[src/sv/nll_pkg.sv]
package nll_pkg;

  // Defaults for the top-level parameters.
  localparam int FRAC_DEF = 14;
  localparam int ITER_DEF = 20;

  // Input component width, fixed by the word format.
  localparam int COMP_W = 16;

  // Rotator datapath width. It covers the widest square root, the prescale and the gain.
  localparam int CW = 60;
  // Angle accumulator width, in 2^-32 turn units, with sign and headroom.
  localparam int AW = 36;
  // Vectors are scaled up by 2^24 before rotation.
  localparam int PRESCALE_SH = 24;

  localparam logic signed [AW-1:0] HALF_TURN = 36'sh0_8000_0000;
  localparam logic signed [AW-1:0] FULL_TURN = 36'sh1_0000_0000;

  // Control that travels with each word.
  typedef struct packed {
    logic valid;
    logic pole;
    logic zpos;
  } ctl_t;

  // State of one rotator lane. When fixed is set, acc already holds the final angle.
  typedef struct packed {
    logic [CW-1:0] x;
    logic [CW-1:0] y;
    logic [AW-1:0] acc;
    logic          fixed;
  } cord_t;

  // Arctangent of 2^-i in 2^-32 turn units.
  function automatic logic [31:0] atan_turn(input logic [4:0] idx);
    logic [31:0] v;
    case (idx)
      5'd0:  v = 32'h20000000;
      5'd1:  v = 32'h12E4051E;
      5'd2:  v = 32'h09FB385B;
      5'd3:  v = 32'h051111D4;
      5'd4:  v = 32'h028B0D43;
      5'd5:  v = 32'h0145D7E1;
      5'd6:  v = 32'h00A2F61E;
      5'd7:  v = 32'h00517C55;
      5'd8:  v = 32'h0028BE53;
      5'd9:  v = 32'h00145F2F;
      5'd10: v = 32'h000A2F98;
      5'd11: v = 32'h000517CC;
      5'd12: v = 32'h00028BE6;
      5'd13: v = 32'h000145F3;
      5'd14: v = 32'h0000A2FA;
      5'd15: v = 32'h0000517D;
      5'd16: v = 32'h000028BE;
      5'd17: v = 32'h0000145F;
      5'd18: v = 32'h00000A30;
      5'd19: v = 32'h00000518;
      5'd20: v = 32'h0000028C;
      5'd21: v = 32'h00000146;
      5'd22: v = 32'h000000A3;
      5'd23: v = 32'h00000051;
      5'd24: v = 32'h00000029;
      5'd25: v = 32'h00000014;
      5'd26: v = 32'h0000000A;
      5'd27: v = 32'h00000005;
      5'd28: v = 32'h00000003;
      5'd29: v = 32'h00000001;
      5'd30: v = 32'h00000001;
      default: v = 32'h00000000;
    endcase
    return v;
  endfunction

endpackage

[src/sv/nll_front.sv]
module nll_front
  import nll_pkg::*;
#(
  parameter int FRAC = FRAC_DEF
) (
  input  logic                     clk,
  input  logic                     rst_n,
  input  logic                     en,
  input  logic                     in_valid,
  input  logic signed [COMP_W-1:0] in_x,
  input  logic signed [COMP_W-1:0] in_y,
  input  logic signed [COMP_W-1:0] in_z,
  output ctl_t                     ctl_r,
  output logic signed [COMP_W-1:0] x_r,
  output logic signed [COMP_W-1:0] y_r,
  output logic [((FRAC+2 > COMP_W+1) ? FRAC+2 : COMP_W+1)-1:0] zc_r,
  output logic [2*FRAC+1:0]        n_r
);

  localparam int ZW = (FRAC+2 > COMP_W+1) ? FRAC+2 : COMP_W+1;
  localparam int NW = 2*FRAC+2;

  logic signed [ZW-1:0] one;
  logic signed [ZW-1:0] zs;
  logic signed [ZW-1:0] zc;
  logic [FRAC:0]        zz;
  logic [NW-1:0]        sq;
  ctl_t                 ctl_nxt;

  // Clamp z to plus or minus one and form one minus z squared.
  always_comb begin
    one = ZW'(1) <<< FRAC;
    zs  = ZW'(in_z);
    zc  = zs;
    if (zs > one) begin
      zc = one;
    end else if (zs < -one) begin
      zc = -one;
    end
    zz = (zc < 0) ? (FRAC+1)'(-zc) : (FRAC+1)'(zc);
    sq = NW'(zz) * NW'(zz);
    ctl_nxt.valid = in_valid;
    ctl_nxt.pole  = (in_x == '0) && (in_y == '0);
    ctl_nxt.zpos  = (in_z > 0);
  end

  // Valid has a reset; payload does not.
  always_ff @(posedge clk) begin
    if (!rst_n) begin
      ctl_r.valid <= 1'b0;
    end else if (en) begin
      ctl_r.valid <= ctl_nxt.valid;
    end
    if (en) begin
      ctl_r.pole <= ctl_nxt.pole;
      ctl_r.zpos <= ctl_nxt.zpos;
      x_r        <= in_x;
      y_r        <= in_y;
      zc_r       <= zc;
      n_r        <= (NW'(1) << (2*FRAC)) - sq;
    end
  end

endmodule

[config.mk]
export PLATFORM = sky130hd
export DESIGN_NAME = nll_front
export DESIGN_NICKNAME = d
export VERILOG_FILES = /design/src/sv/nll_pkg.sv /design/src/sv/nll_front.sv
export SDC_FILE = /design/constraint.sdc
export NUM_CORES = 1
export LEC_CHECK = 0
export ABC_AREA = 1
export BUFFER_PORTS_ARGS = -buffer_cell sky130_fd_sc_hd__buf_2
export CAP_MARGIN = 15
export CORE_MARGIN = 5
export CORE_UTILIZATION = 55
export DETAILED_ROUTE_END_ITERATION = 10
export PLACE_DENSITY = 0.77
export SYNTH_ARGS = -nofsm -noshare
export SYNTH_HDL_FRONTEND = slang
export SYNTH_SLANG_ARGS = --single-unit
[constraint.sdc]
create_clock -name clk -period 7.7 [get_ports clk]
set_input_delay 1.54 -clock clk [delete_from_list [all_inputs] [get_ports clk]]
set_output_delay 1.54 -clock clk [all_outputs]
set_load 0.01 [all_outputs]
Yosys cells after proc, flatten, opt, wreduce, memory -nomap -nowiden

Index checks and enable logic that the tools add are counted.

Reductions and logical operators: 3
Multiply operators: 1
Order comparisons: 4
Mux-type cells: 3
$add $sub $neg: 2

Operators with widths:

| kind                                                                            | number |
|---|---|
| 17-bit two-way mux                                                              | 2 |
| 16-bit zero test                                                                | 2 |
| 15-bit by 15-bit multiplier with 30-bit output                                  | 1 |
| 29-bit by 30-bit subtractor with 30-bit output (first input constant)           | 1 |
| 17-bit by 1-bit less-than comparator with 1-bit output (second input constant)  | 1 |
| 16-bit by 1-bit > comparator with 1-bit output (second input constant)          | 1 |
| 16-bit > comparator (second input constant)                                     | 1 |
| 16-bit by 15-bit less-than comparator with 1-bit output (second input constant) | 1 |
| 15-bit two-way mux                                                              | 1 |
| 15-bit negation                                                                 | 1 |
| 1-bit logical AND                                                               | 1 |

Logic and storage cells: 20
Output and inout port bits: 82
Bits in registers: 82
Bits of input ports: 52

Longest topological paths before layout

Gate-level depths: netlist of run 1.

Depth in word-level cells: 7
Mapped depth: 42
Gate-level depth less buffers: 39

Worst setup path before layout of run 1

OpenSTA, ideal clock, no wires.

Kind: input to register
From: in in_z[15]
To: reg n_r[22] (data pin)
Required time: 7.441 ns
Setup time: 0.259 ns
Arrival: 8.098 ns
Path slack: -0.656 ns
Cell stages on the path: 34
Path buffers: 4
Cell sequence: buf_2 nor2_2 nand2_2 buf_6 nand2_1 clkbuf_1 ha_1 inv_1 a21oi_2 nand2_1 o21ai_1 nand2_1 nand2_1 buf_2 nand2_1 fa_1 inv_1 fa_1 fa_1 inv_1 fa_1 inv_1 fa_1 inv_1 fa_1 ha_1 a21oi_1 nor2_1 nor2_1 a21boi_0 o21bai_1 nand2_1 nand2_1 xor2_1

Cells in the longest elaborated chain, start to end: 7
Elaborated cells between the ends (all ways): 9
Classes of those cells: 2 x add/sub; 1 x mul; 3 x order compare; 3 x mux

Ends and longest elaborated chain:

| element                                                                                   | line            | text |
|---|---|---|
| start, declared                                                                           | nll_front.sv:12 | `input logic signed [COMP_W-1:0] in_z,` |
| 16-bit by 15-bit less-than comparator with 1-bit output                                   | nll_front.sv:37 | `end else if (zs < -one) begin` |
| 17-bit two-way mux                                                                        | nll_front.sv:37 |  |
| 17-bit two-way mux (*)                                                                    | nll_front.sv:35 | `if (zs > one) begin` |
| 15-bit negation or 17-bit by 1-bit less-than comparator with 1-bit output (tied branches) | nll_front.sv:40 | `zz = (zc < 0) ? (FRAC+1)'(-zc) : (FRAC+1)'(zc);` |
| 15-bit two-way mux (*)                                                                    | nll_front.sv:40 |  |
| 15-bit by 15-bit multiplier with 30-bit output (*)                                        | nll_front.sv:41 | `sq = NW'(zz) * NW'(zz);` |
| 29-bit by 30-bit subtractor with 30-bit output (*)                                        | nll_front.sv:60 | `n_r <= (NW'(1) << (2*FRAC)) - sq;` |
| end signal, assigned                                                                      | nll_front.sv:60 |  |
| end, declared                                                                             | nll_front.sv:17 | `output logic [2*FRAC+1:0] n_r` |

Every way passes the cells marked *; elsewhere a longest branch is shown, timed or not.
A chain may end at the register's enable or synchronous reset.

Final worst setup path of run 1

From: in in_z[1]
To: reg n_r[19] (data pin)

Same word-level chain as after synthesis.

==> results of run 1 <==
[Yosys cell counts, types with 3 or more instances]
master	number	share of area, %
nor2_2	5	0.31
fa_1	151	29
or2_1	3	0.18
buf_2	4	0.20
nor2_4	8	0.88
a21o_1	3	0.22
clkbuf_1	5	0.18
nor4_1	9	0.55
a31oi_1	8	0.49
o21bai_1	3	0.22
o21ai_1	5	0.24
o21ai_2	3	0.26
ha_1	98	12
nand3_1	20	0.98
nand2_2	12	0.73
inv_1	298	11
edfxtp_1	79	23
a21boi_0	3	0.22
a21oi_1	37	1.8
buf_4	4	0.29
inv_2	25	0.92
nor2_1	88	3.2
nand4_1	7	0.43
o21ai_0	17	0.83
buf_6	4	0.44
xnor2_1	9	0.77
nand2_1	152	5.6
xor2_1	24	2.1
[cells by family after synthesis]
group / after synthesis / synth area share (%)
and+or+nand+nor: 312 / 13.6
buffers and inverters: 341 / 13.0
other: 2 / 0.0733
DFF: 80 / 23.3
adders and majority gates: 249 / 41.5
AOI/OAI and AO/OA: 90 / 5.25
xor gates and xnor gates: 35 / 3.25
[worst paths after layout]
| kind | from | endpoint | slack, ns |
|---|---|---|---|
| max | in_z[1] | n_r[19] | -0.38 |
| min | ctl_r[2] | ctl_r[2] | 0.54 |
| min reg2reg | ctl_r[2] | ctl_r[2] | 0.54 |
| max reg2reg | ctl_r[2] | ctl_r[2] | 7.03 |
[layout make-up]
class / count / share of cell area (%)
well taps: 234 / 2.08
flip-flops and latches: 80 / 17.0
clock buffers: 9 / 1.60
clock inverters: 7 / 0.621
repair buffers: 367 / 17.9
inverters: 324 / 8.81
multi-input cells: 698 / 52.0
[per-stage QoR]
stage / utilization, % / area (sq um) / hold WS (ns) / TNS, ns / instances
floorplan: - / 10500 / 0.555 / -0.0184 / 1119
global placement: 69.3 / 12800 / 0.515 / -2.98 / 1667
detailed placement: 69.3 / 12800 / 0.540 / -6.35 / 1667
CTS: 71.4 / 13200 / 0.550 / -0.00258 / 1685
global route: 76.2 / 14100 / 0.572 / -8.31 / 1719
finish: 76.2 / 14100 / 0.544 / -4.03 / 1719
[what timing repair did]
item | in CTS | in global routing
endpoints found under the setup margin | 8 | 18
pin swaps | 9 | 67
buffers inserted | 2 | 34
resized for setup | 15 | 172
hold buffers | 0 | 0
[cell usage in the layout (no fill, tap or decap), drive strengths merged, types with 9 or more instances in the layout]
master	count
a21oi	38
buf	367
clkbuf	9
conb	12
edfxtp	79
fa	151
ha	98
inv	326
nand2	166
nand3	22
nor2	102
nor4	9
o21ai	25
xnor2	9
xor2	26
[routing by layer]
layer / share of wire, % / routed length (um) / up-vias / GRT usage (%)
met5: 0 / 0 / - / 0
met2: 51 / 16400 / 594 / 45.7
li1: - / - / 4089 / -
met1: 34 / 10900 / 4502 / 27.9
met4: 7.5 / 2420 / 0 / 9.97
met3: 7.9 / 2560 / 224 / 4.25
[registers in the layout, summed over array words and instances (netlist names)]
register and count:
ctl_r 3, n_r 29, x_r 16, y_r 16, zc_r 16
[critical path: cells and delay by family]
kind	cells	cell delay, ns
adder cells (fa/ha/maj)	7	3.30
AO/OA/AOI/OAI	5	0.75
AND/OR/NAND/NOR	10	1.24
buffers and inverters	8	1.00
XOR/XNOR	2	0.32
==> reports/qor.csv, run 1 <==
stage,metric,value,unit
setup_path,"most used cell, CP",nand2_1,
sta,clock skew,0,ns
clock_tree,Max Root-Sink Buffers,2,
placement,I/O Buffers,133,
grt,initial antenna violation count,0,
floorplan,die width,146,um
floorplan,Die Height,146,um
outcome,status,"complete, but fails checks",
finish,Ant. Diodes,0,
setup_path,slowest cell on the critical path,fa_2,
sta,Slew Limit Fails,0,
drt,DRC,0,
logic_synthesis,Post-synth EDFFs,79,
drt,Detailed Route Iter0 Violations,648,
clock_tree,Root Buffer,clkbuf_16,
finish,Multi-input gate area,7340,sq um
grt,number of global-route vias before repair,9178,
drt,DR vias,9409,
finish,FILL cells,1096,
grt,largest net degree at the start of global routing,82,
finish,register area,2390,sq um
logic_synthesis,synth unique cells,46,
finish,P&R area growth vs syn,37.7,%
placement,DP HPWL,21.3,mm
placement,GP Congestion,0.934,
finish,share of cells above drive strength 1,40.2,%
setup_path,crit path kind,in -> reg,
setup_path,crit-path max cell delay,0.60,ns
sta,RSZ-0062 raised after global routing,yes,
setup_path,Critical Path AT,8.19,ns
setup_path,Worst Reg2Reg Path Length in Cells,2,
sta,minimum clock period,8.08,ns
finish,final net count,1781,
sta,period utilisation layout,105,%
setup_path,CP Max Fanout,12,
floorplan,# rows,50,
floorplan,Initial Util,55.3,%
clock_tree,Clock transition at path regs,0.07,ns
sta,Max Clk Rate,124,MHz
clock_tree,H-tree levels,3,
sta,final worst slack,-0.380,ns
drt,Routed Antenna Nets,0,
grt,first-pass GRT wire length,42.5,mm
sta,Slew @ Worst Pin,1.03,ns
floorplan,Ports,134,
floorplan,full die area,21500,sq um
drt,total length of routed wires,32.3,mm
clock_tree,Worst-Skew Late Latency,0.35,ns
min_path,Hold Path Class,reg -> reg,
drt,vias per cell,5.47,
logic_synthesis,Ys Warns,0,
sta,number of hold violations in the final report,0,
placement,Place WS,-0.488,ns
drt,1st-pass router iterations,5,
sta,setup violators final,18,
logic_synthesis,mapped cell area,10200,sq um
grt,remaining global-route overflow,0,
logic_synthesis,"FF+latch count, synth",80,
setup_path,startpoint types,primary input,
clock_tree,Sink Count,80,
sta,Slew headroom,31.3,%
logic_synthesis,register area share after synthesis,23.3,%
logic_synthesis,Syn Area/Cell,9.24,sq um
setup_path,Worst setup EP type,register,
grt,gr usage total,24.6,%
min_path,worst hold stages,2,
clock_tree,CTS tree,yes,
floorplan,core area,18500,sq um
logic_synthesis,Mapped Cells,1109,
drt,WL/cell,18.8,um
flow_run,maxcap violations,0,
setup_path,CP required,7.81,ns
outcome,failing checks,negative setup slack,
logic_synthesis,prevailing post-synth register cell,edfxtp_1,
logic_synthesis,"FFs w/ async S/R, synth",0,%
clock_tree,CTS Buf Count,9,
Power of run 1 is left out: the tool's default activity adds up to more than one toggle a clock period on the data nets, which glitch-free logic cannot reach.
==> inputs of run 2 (changes only) <==
--- a/config.mk
+++ b/config.mk
@@ -9,9 +9,9 @@
 export BUFFER_PORTS_ARGS = -buffer_cell sky130_fd_sc_hd__buf_2
 export CAP_MARGIN = 15
 export CORE_MARGIN = 5
-export CORE_UTILIZATION = 55
+export CORE_UTILIZATION = 35
 export DETAILED_ROUTE_END_ITERATION = 10
-export PLACE_DENSITY = 0.77
+export PLACE_DENSITY = 0.52
 export SYNTH_ARGS = -nofsm -noshare
 export SYNTH_HDL_FRONTEND = slang
 export SYNTH_SLANG_ARGS = --single-unit
==> run 2 against run 1 <==
Effect of this change:
- critical path depth increased by 8
- global-route usage decreased by 8.0 points
- first-iteration DRC count decreased by 47%
- the flow still finishes with violations (negative setup slack)
- design area increased by 4.5%
- wire length decreased by 16%
- highest routed layer unchanged
- core utilization decreased by 25 points
- final cell count increased by 10%
- die area increased by 53%
- critical endpoint is now n_r[29]
- setup slack improved by 0.36 ns
==> reports/qor.csv, run 2 (synthesis gave the netlist of run 1 again) <==
stage,metric,value,unit,change
outcome,status,"complete, but fails checks",,unchanged
outcome,failing checks,negative setup slack,,unchanged
finish,post-route insts no fill,1891,,was 1719
setup_path,startpoint types,primary input,,unchanged
floorplan,# rows,62,,was 50
sta,period utilisation layout,100,%,was 105%
placement,I/O Buffers,133,,unchanged
flow_run,maxcap violations,0,,unchanged
drt,total length of routed wires,27.3,mm,was 32.3 mm
clock_tree,CTS Buf Count,9,,unchanged
setup_path,crit path kind,in -> reg,,unchanged
floorplan,Die Height,181,um,was 146 um
grt,remaining global-route overflow,0,,unchanged
setup_path,Top delay family on crit path,adder cells,,unchanged
finish,final net count,1803,,was 1781
grt,gr usage total,16.6,%,was 24.6%
clock_tree,Sink Count,80,,unchanged
grt,initial antenna violation count,0,,unchanged
setup_path,critical path depth in cells,40,,was 32
finish,most frequent cells in the layout,"inv_1, buf_4, fa_1, buf_2, nand2_1",,unchanged
setup_path,flop2flop setup slack,7.03,ns,about the same
drt,WL/cell,14.4,um,was 18.8 um
grt,number of global-route vias before repair,9024,,was 9178
sta,setup violators final,1,,was 18
sta,Max Clk Rate,130,MHz,was 124 MHz
drt,Detailed Route Iter0 Violations,341,,was 648
setup_path,worst path bufs/invs,11,,was 8
sta,number of hold violations in the final report,0,,unchanged
drt,Routed Antenna Nets,0,,unchanged
finish,P&R area growth vs syn,43.8,%,was 37.7%
finish,Largest register FFs,29,,unchanged
sta,Slew headroom,29.3,%,was 31.3%
sta,RSZ-0062 raised after global routing,yes,,unchanged
setup_path,Worst Reg2Reg Path Length in Cells,2,,unchanged
floorplan,Initial Util,35.6,%,was 55.3%
min_path,Hold Path Class,reg -> reg,,unchanged
drt,vias per cell,4.44,,was 5.47
sta,clock skew,0,ns,unchanged
drt,DR vias,8405,,was 9409
clock_tree,Root Buffer,clkbuf_16,,unchanged
finish,Largest Register,n_r,,unchanged
finish,Ant. Diodes,0,,unchanged
clock_tree,Clock transition at path regs,0.08,ns,was 0.07 ns
setup_path,CP required,7.82,ns,was 7.81 ns
grt,first-pass GRT wire length,44.3,mm,was 42.5 mm
placement,DP HPWL,22.2,mm,was 21.3 mm
sta,Slew Limit Fails,0,,unchanged
min_path,HP Start,ctl_r[2],,unchanged
min_path,Worst Hold End,ctl_r[2],,unchanged
clock_tree,Max Root-Sink Buffers,2,,unchanged
floorplan,Ports,134,,unchanged
grt,largest net degree at the start of global routing,82,,unchanged
placement,post-placement cell count,1836,,was 1667
finish,FILL cells,2706,,was 1096
placement,GP Congestion,0.866,,was 0.934
floorplan,die width,181,um,was 146 um
drt,DRC,0,,unchanged
drt,1st-pass router iterations,4,,was 5
setup_path,Critical Path AT,7.84,ns,was 8.19 ns
floorplan,core area,28800,sq um,was 18500 sq um
setup_path,FF-to-FF End,ctl_r[2],,unchanged
finish,"most common cell after layout, fill and taps aside",inv_1,,unchanged
clock_tree,Worst-Skew Late Latency,0.36,ns,was 0.35 ns
finish,share of cells above drive strength 1,42.1,%,was 40.2%
setup_path,crit-path max cell delay,0.53,ns,was 0.60 ns
sta,final worst slack,-0.0211,ns,was -0.380 ns
setup_path,R2R Path Start,ctl_r[2],,unchanged
min_path,worst hold stages,2,,unchanged
clock_tree,H-tree levels,3,,unchanged
sta,Slew @ Worst Pin,1.06,ns,was 1.03 ns
setup_path,CP Max Fanout,7,,was 12
sta,minimum clock period,7.72,ns,was 8.08 ns
setup_path,Worst setup EP type,register,,unchanged
setup_path,slowest cell on the critical path,fa_1,,was fa_2
clock_tree,CTS tree,yes,,unchanged
floorplan,full die area,32800,sq um,was 21500 sq um
## run 2: timing repair
action,4_1_cts,5_1_grt
endpoints found under the setup margin,10,20
pin swaps,4,88
hold buffers,0,0
resized for setup,15,236
buffers inserted,0,41
## run 2: stage by stage
stage | setup TNS, ns | utilization (%) | hold WS [ns] | instance area [sq um] | setup WS (ns)
2_1_floorplan | -0.0184 | - | 0.555 | 10500 | -0.0134
3_3_place_gp | -6.21 | 45.8 | 0.519 | 13200 | -0.493
3_5_place_dp | -6.92 | 45.8 | 0.530 | 13200 | -0.562
4_1_cts | 0 | 47.2 | 0.547 | 13600 | 0.000115
5_1_grt | -2.46 | 51.2 | 0.568 | 14700 | -0.323
6_report | -0.0211 | 51.2 | 0.545 | 14700 | -0.0211
## run 2: metal layers
layer / vias up / global-route usage [%] / wire, um
li1: 4117 / - / -
met2: 126 / 30.9 / 14600
met3: 20 / 2.31 / 981
met4: 0 / 2.82 / 265
met1: 4142 / 20.8 / 11400
met5: - / 0 / 0
## run 2: worst register-to-register path, delay by kind of cell, from the launching register on
kind,cells,cell delay [ns]
DFF,1,0.31
AOI/OAI and AO/OA,2,0.21
## run 2: how the worst max path moves through the flow
stage | start | slack (ns) | end
after floorplan | in_z[5] | -0.01 | n_r[29]
final | in_z[11] | -0.02 | n_r[29]
after detailed placement | in_z[12] | -0.56 | n_r[29]
after global routing | in_z[11] | -0.32 | n_r[26]
after CTS | in_z[7] | 0.0001 | n_r[26]
after global placement | in_z[11] | -0.49 | n_r[29]
## run 2: cell type report
| type | count | area (sq um) | share of cell area, % |
|---|---|---|---|
| Multi-Input combinational cell | 698 | 7460 | 50.6 |
| Timing Repair Buffer | 389 | 2820 | 19.1 |
| Sequential cell | 80 | 2390 | 16.2 |
| Inverter | 324 | 1250 | 8.51 |
| Tap cell | 384 | 480 | 3.26 |
| Clock buffer | 9 | 225 | 1.53 |
| Clock inverter | 7 | 109 | 0.739 |
Power of run 2 is left out for the same reason.
